[config.mk]
export PLATFORM = sky130hd
export DESIGN_NAME = arpc_cell
export DESIGN_NICKNAME = d
export VERILOG_FILES = /design/src/hw/rtl/arpc_pkg.sv /design/src/hw/rtl/arpc_cell.sv
export SDC_FILE = /design/constraint.sdc
export NUM_CORES = 1
export LEC_CHECK = 0
export BUFFER_PORTS_ARGS = -buffer_cell sky130_fd_sc_hd__buf_2
export CAP_MARGIN = 20
export CORE_AREA = 10 10 178 180
export DETAILED_ROUTE_END_ITERATION = 10
export DIE_AREA = 0 0 188 190
export GPL_TIMING_DRIVEN = 0
export PLACE_DENSITY = 0.71
export RECOVER_POWER = 25
export SLEW_MARGIN = 0
export SYNTH_ARGS = -nofsm -noshare
export SYNTH_HDL_FRONTEND = slang
export SYNTH_SLANG_ARGS = --single-unit
[constraint.sdc]
create_clock -name clk -period 34.4 [get_ports clk]
set_input_delay 3.44 -clock clk [delete_from_list [all_inputs] [get_ports clk]]
set_output_delay 3.44 -clock clk [all_outputs]
set_load 0.01 [all_outputs]
[src/hw/rtl/arpc_pkg.sv]
// Shared types, sizes and codes of the ARP cache table.
// Used by arpc_cell and arp_cache_table_top; depends on nothing else.
package arpc_pkg;

  localparam int ENTRIES = 16;
  localparam int SLOT_W  = (ENTRIES > 1) ? $clog2(ENTRIES) : 1;
  localparam int CNT_W   = $clog2(ENTRIES + 1);
  localparam int IP_W    = 32;
  localparam int MAC_W   = 48;
  localparam int STAMP_W = 32;
  localparam int AGE_W   = 16;
  localparam int CFG_W   = 32;
  localparam int CFG_IDX_W = 2;
  localparam logic [AGE_W-1:0] MAX_AGE_RESET = 16'd120;

  typedef enum logic [1:0] {
    CMD_LOOKUP   = 2'd0,
    CMD_LEARN_IP = 2'd1,
    CMD_LEARN_ARP = 2'd2,
    CMD_TICK     = 2'd3
  } cmd_t;

  typedef enum logic [2:0] {
    OUT_MISS     = 3'd0,
    OUT_HIT      = 3'd1,
    OUT_UPDATED  = 3'd2,
    OUT_INSERTED = 3'd3,
    OUT_REPLACED = 3'd4,
    OUT_FILTERED = 3'd5,
    OUT_TICK     = 3'd6
  } outcome_t;

  typedef enum logic [CFG_IDX_W-1:0] {
    REG_OWN_IP      = 2'd0,
    REG_SUBNET_MASK = 2'd1,
    REG_MAX_AGE     = 2'd2
  } reg_idx_t;

  typedef struct packed {
    logic [1:0]       command;
    logic [IP_W-1:0]  ip_address;
    logic [MAC_W-1:0] mac_address;
  } arpc_in_t;

  typedef struct packed {
    logic [2:0]       outcome;
    logic [MAC_W-1:0] mac_found;
    logic [3:0]       slot_index;
    logic [4:0]       expired_count;
  } arpc_out_t;

  // Token that walks down the row of cells, gathering the search results.
  typedef struct packed {
    logic               tick;
    logic [IP_W-1:0]    ip;
    logic [STAMP_W-1:0] stamp_now;
    logic [AGE_W-1:0]   max_age;
    logic               match_hit;
    logic [SLOT_W-1:0]  match_slot;
    logic [MAC_W-1:0]   match_mac;
    logic               free_hit;
    logic [SLOT_W-1:0]  free_slot;
    logic [SLOT_W-1:0]  old_slot;
    logic [STAMP_W-1:0] old_age;
    logic [CNT_W-1:0]   expired;
  } arpc_scan_t;

  // Write broadcast to all cells; only the addressed cell takes it.
  typedef struct packed {
    logic               en;
    logic [SLOT_W-1:0]  slot;
    logic [IP_W-1:0]    ip;
    logic [MAC_W-1:0]   mac;
    logic [STAMP_W-1:0] stamp;
  } arpc_wr_t;

endpackage

[src/hw/rtl/arpc_cell.sv]
// One slot of the ARP cache: holds an entry and updates the passing scan token.
// Depends on arpc_pkg.
module arpc_cell (
  input  logic                         clk,
  input  logic                         rst,
  input  logic [arpc_pkg::SLOT_W-1:0]  idx,
  input  logic                         scan_in_valid,
  input  arpc_pkg::arpc_scan_t         scan_in,
  input  arpc_pkg::arpc_wr_t           wr,
  output logic                         scan_out_valid,
  output arpc_pkg::arpc_scan_t         scan_out
);

  logic                               valid;
  logic                               valid_next;
  logic [arpc_pkg::IP_W-1:0]          ip;
  logic [arpc_pkg::MAC_W-1:0]         mac;
  logic [arpc_pkg::STAMP_W-1:0]       stamp;
  logic [arpc_pkg::STAMP_W-1:0]       age;
  logic [arpc_pkg::STAMP_W-1:0]       limit;
  logic                               wr_hit;
  arpc_pkg::arpc_scan_t               scan_next;

  assign wr_hit = wr.en && (wr.slot == idx);

  always_comb begin
    scan_next  = scan_in;
    valid_next = valid;
    age   = scan_in.stamp_now - stamp;
    limit = {{(arpc_pkg::STAMP_W - arpc_pkg::AGE_W){1'b0}}, scan_in.max_age};
    if (scan_in_valid) begin
      if (scan_in.tick) begin
        if (valid && (age >= limit)) begin
          valid_next        = 1'b0;
          scan_next.expired = scan_in.expired + {{(arpc_pkg::CNT_W-1){1'b0}}, 1'b1};
        end
      end else begin
        if (valid && (ip == scan_in.ip) && !scan_in.match_hit) begin
          scan_next.match_hit  = 1'b1;
          scan_next.match_slot = idx;
          scan_next.match_mac  = mac;
        end
        if (!valid && !scan_in.free_hit) begin
          scan_next.free_hit  = 1'b1;
          scan_next.free_slot = idx;
        end
        // Slot zero seeds the oldest search; later slots win only when strictly older.
        if ((idx == '0) || (age > scan_in.old_age)) begin
          scan_next.old_slot = idx;
          scan_next.old_age  = age;
        end
      end
    end
    if (wr_hit) begin
      valid_next = 1'b1;
    end
  end

  always_ff @(posedge clk) begin
    if (rst) begin
      valid          <= 1'b0;
      scan_out_valid <= 1'b0;
    end else begin
      valid          <= valid_next;
      scan_out_valid <= scan_in_valid;
    end
  end

  always_ff @(posedge clk) begin
    scan_out <= scan_next;
    if (wr_hit) begin
      ip    <= wr.ip;
      mac   <= wr.mac;
      stamp <= wr.stamp;
    end
  end

endmodule

## Word-level counts from Yosys, hierarchy flattened

Cells that the tools add are included.

- Bits in registers: 294
- Bits of input ports: 304
- Output and inout bits: 181
- Logic and storage cells: 48

- $add $sub $neg: 2
- Order comparisons: 2
- Equal/unequal tests: 2
- Muxes and demuxes: 11
- Reduce and logical (&&, ||, !) cells: 14

Operators by type and width:

| kind | number |
|---|---|
| $mux W99 | 1 |
| $mux W94 | 1 |
| $mux W53 | 1 |
| $mux W36 | 1 |
| $eq A32 B32 Y1 | 1 |
| $ge A32 B16 Y1 | 1 |
| $gt A32 B32 Y1 | 1 |
| $sub A32 B32 Y32 | 1 |
| $mux W5 | 3 |
| $reduce_bool A2 Y1 | 3 |
| $add A5 B1 Y5 const B | 1 |
| $logic_and A1 B1 Y1 | 5 |
| $eq A4 B4 Y1 | 1 |
| $logic_not A4 Y1 | 1 |
| $mux W1 | 4 |
| $logic_not A1 Y1 | 3 |
| $reduce_and A3 Y1 | 1 |
| $logic_or A1 B1 Y1 | 1 |

## Logic depth before layout (Yosys ltp)

- Word-level depth: 7
- Depth in mapped cells: 22
- Depth with buffers taken out: 21

## Least setup slack after synthesis

OpenSTA, ideal clock, no wires.

- Path kind: input to register
- Start: in idx[2] (netlist bit)
- End: reg ip[0] (netlist bit) (enable)
- Setup time: 0.861 ns
- Arrival: 14.368 ns
- Path slack: 19.171 ns
- Stages on the path: 2
- Buffers on the path: 0
- Path through: xor2_1 -> nor4_1

- Word-level cells in the longest chain between the ends: 2

Ends and longest elaborated chain:

| what | line | RTL |
|---|---|---|
| start: declaration | arpc_cell.sv:6 | `input logic [arpc_pkg::SLOT_W-1:0] idx,` |
| $eq A4 B4 Y1 | arpc_cell.sv:24 | `assign wr_hit = wr.en && (wr.slot == idx);` |
| $logic_and A1 B1 Y1 | arpc_cell.sv:24 |  |
| end signal: assignment | arpc_cell.sv:72 | `ip <= wr.ip;` |
| end: declaration | arpc_cell.sv:16 | `logic [arpc_pkg::IP_W-1:0] ip;` |

No other way between the ends.
A chain may end at the register's enable or synchronous reset.

==> metrics.md <==
| Metric | Value |
|---|---|
| Status | `completed` |
| DP Cell Count | `1796` |
| Min Clock Period, post-route | `8.32 ns` |
| Initial core utilization | `41.7%` |
| Reg2reg start | `stamp[8]` |
| Largest net degree at the start of global routing | `16` |
| Area of the multi-input gates | `0.00441 mm2` |
| Sequential cell area | `0.00701 mm2` |
| Synth cell count leaders | `dfxtp_1 (182), edfxtp_1 (112), mux2_2 (90)` |
| Mapped Nets | `1295` |
| Internal power | `615 uW` |
| Total CTS buffers | `30` |
| DRC | `0` |
| Die Ht | `190 um` |
| Slowest stage delay, CP | `0.58 ns` |
| Met3 WL | `3.61 mm` |
| CTS Sinks | `294` |
| Rows | `62` |
| Layout cells sized above 1 | `39.6%` |
| Final ANT Viol Nets | `0` |
| Main synth FF type | `dfxtp_1` |
| Fillers | `2527` |
| F_max | `120 MHz` |
| Largest area contributor in the netlist | `dfxtp_1` |
| Type of the tightest min-delay check | `flip-flop to flip-flop` |
| Post-Syn Area per Cell | `12.9 um2` |
| Clock power share | `38.0%` |
| CP required | `34.84 ns` |
| # H-tree levels | `1` |
| Worst Path Arrival | `8.76 ns` |
| YS warnings | `0` |
| Most frequent cell after synthesis | `dfxtp_1` |
| Core area | `0.0282 mm2` |
| DR WL/cell | `21.0 um` |
| Worst reg2reg setup slack | `28.75 ns` |
| 1st-pass router iterations | `5` |
| Post-synth EDFFs | `112` |
| Crit-path cells | `clkbuf_1 > ha_1 > a21oi_1 > o21ai_0 > or3_1 > o22ai_1 > a211oi_1 > o31a_1 > o21a_1 > nor2_1 > ha_1 > a21o_1 > a21o_1 > a2111oi_0 > o211ai_1 > o21ai_2 > buf_2 > mux2_2` |
| DR vias | `9050` |
| CP endpoint kind | `flip-flop` |
| NetSw | `206 uW` |
| Max Buffers Root-to-Sink | `3` |
| Critical path type | `input pin to flip-flop` |
| Routed length on met2 | `20.0 mm` |
| Full die area | `0.0357 mm2` |
| Clock Skews | `0.0170 ns` |
| Asr flop ratio synth | `0%` |
| Routed length on met1 | `14.6 mm` |
| Sw Ratio | `25.1%` |
| Leak pwr | `0.00714 uW` |
| Crit path max fanout | `10` |
| Die width | `188 um` |
| Antenna violations before repair | `10` |
| Pwr per Cell Area | `52.2 mW/mm2` |
| Root buffer cell | `clkbuf_16` |
| Top sig layer | `met5` |
| Yosys reg bits | `294` |
| CTS tree | `done` |
| Hold WS | `0.467 ns` |
| Slew @ Worst Pin | `0.856 ns` |
| Initial DRC count | `408` |
| Yosys top cell area share | `30.9%` |
| Layout area overhead | `33.4%` |
| PostCTS Resize Cnt | `0` |
| Final Hold Fails | `0` |
| Final std cells w/o fill | `1857` |
| Max Cap Violations | `0` |
| Fin nets | `1828` |
| Synth area leaders | `dfxtp_1 (31%), edfxtp_1 (29%), mux2_2 (8.6%)` |
| Cts hold-fix bufs | `0` |
| Total power | `821 uW` |
| Crit share post-route | `24.2%` |
| Detailed Route WL | `38.9 mm` |
| Setup bufs post-CTS | `0` |
| CP startpoint | `scan_in[123]` |
| Logic pwr share | `15.2%` |
| Setup crit end | `scan_out[36]` |
| Area of the mapped netlist | `0.0118 mm2` |
| Register area share after synthesis | `59.4%` |
| Number of port buffers | `484` |
| DP HPWL | `32.7 mm` |
| Slew margin rel. | `42.4%` |
| Final Max Slew Viols | `0` |
| Vias per Instance | `4.87` |
| Syn Inst Count | `911` |
| Distinct cell type count after synthesis | `61` |
| Worst-path clk slew | `0.06 ns` |
| Final core utilization | `55.7%` |
| RSZ-0062 raised after global routing | `no` |
| CP max stage cell | `o22ai_1` |
| Reg2reg end | `scan_out[36]` |
| Total Routing Usage GR | `20.6%` |
| GPL Wtd Cong | `0.915` |
| Total gr overflow | `0` |
| Total negative slack | `0 ns` |
| Setup crit start kind | `input pin` |
| VDD IR max | `0.0000473 V` |
| Num ports | `485` |
| Sequential Power Share | `46.9%` |
| Global-route wire length before repair | `56.6 mm` |
| Final setup fails | `0` |
| Clk Latency, worst-skew pair | `0.56 ns` |
| Worst R2R Path Depth | `18` |
| Number of global-route vias before repair | `9608` |
-- power by group through the flow --
stage               registers, uW  logic, uW  clock network, uW
floorplan                     401       61.7                  0
global placement              394        122                  0
detailed placement            392        126                  0
CTS                           385        127                320
global route                  386        138                335
finish                        385        125                312
-- cell usage in the layout, fill, tap and decap left out, types with 8 or more instances in the layout --
| cell type | synthesis | routed |
|---|---|---|
| clkbuf_16 | 0 | 32 |
| nand4_1 | 20 | 20 |
| buf_2 | 4 | 420 |
| xnor2_1 | 48 | 48 |
| edfxtp_1 | 112 | 112 |
| dfxtp_1 | 182 | 182 |
| clkbuf_1 | 9 | 87 |
| nor3_1 | 12 | 12 |
| inv_1 | 87 | 87 |
| buf_4 | 0 | 14 |
| mux2_2 | 90 | 90 |
| nand2_1 | 20 | 20 |
| a21o_1 | 29 | 29 |
| nor2b_1 | 8 | 8 |
| ha_1 | 79 | 79 |
| o21a_1 | 13 | 13 |
| nor2_1 | 21 | 21 |
| o21ai_0 | 17 | 17 |
| xor2_1 | 17 | 17 |
| a21oi_1 | 42 | 42 |
| nand2b_1 | 10 | 10 |
| nand3_1 | 9 | 9 |
-- cells by family after synthesis --
kind of cell / Yosys count / synth area share (%)
adders and majority gates: 80 / 8.56
DFF: 294 / 59.4
AOI/OAI and AO/OA: 152 / 9.15
buffers and inverters: 100 / 3.23
muxes: 93 / 8.90
xor gates and xnor gates: 65 / 4.83
and+or+nand+nor: 127 / 5.89
-- per-layer routing --
metal  track usage [%]  up-vias
met2              37.1      411
met5                 0        -
met1              23.0     4236
met3              6.92       59
li1                  -     4338
met4              4.58        6
-- through the flow --
stage          cell area [um2]  setup slack (ns)
4_1_cts                  15800             26.13
5_1_grt                  15700             25.72
2_1_floorplan            11800             19.17
3_5_place_dp             14800             25.57
6_report                 15700             26.08
3_3_place_gp             14700             12.85
-- worst max-delay path: cells and delay by family --
family | cells | cell delay (ns)
buffers and inverters | 2 | 0.57
AOI/OAI and AO/OA | 11 | 3.11
and+or+nand+nor | 2 | 0.57
adders and majority gates | 2 | 0.65
muxes | 1 | 0.40
-- worst min-delay path by stage --
stage / startpoint / end / slack [ns] / cells after the start
after detailed placement: mac[36] / scan_out[82] / 0.46 / 1
after global placement: mac[6] / scan_out[52] / 0.45 / 1
after floorplan: mac[0] / scan_out[46] / 0.45 / 1
after global routing: mac[14] / scan_out[60] / 0.48 / 1
final: mac[28] / scan_out[74] / 0.47 / 1
after CTS: mac[28] / scan_out[74] / 0.47 / 1
-- final cells by class --
cell class | instances | share of cell area (%)
Sequential cell | 294 | 44.6
Timing Repair Buffer | 501 | 15.7
Buffer | 13 | 0.342
Clock buffer | 45 | 5.66
Antenna cell | 5 | 0.0796
Clock inverter | 11 | 0.470
Inverter | 87 | 2.08
Tap cell | 384 | 3.06
Multi-Input combinational cell | 517 | 28.0
-- state kept, by name (all words and copies together), names as in the netlist --
name	cells
ip	32
valid	1
scan_out	180
scan_out_valid	1
stamp	32
mac	48
(Power assumes the default switching activity.)
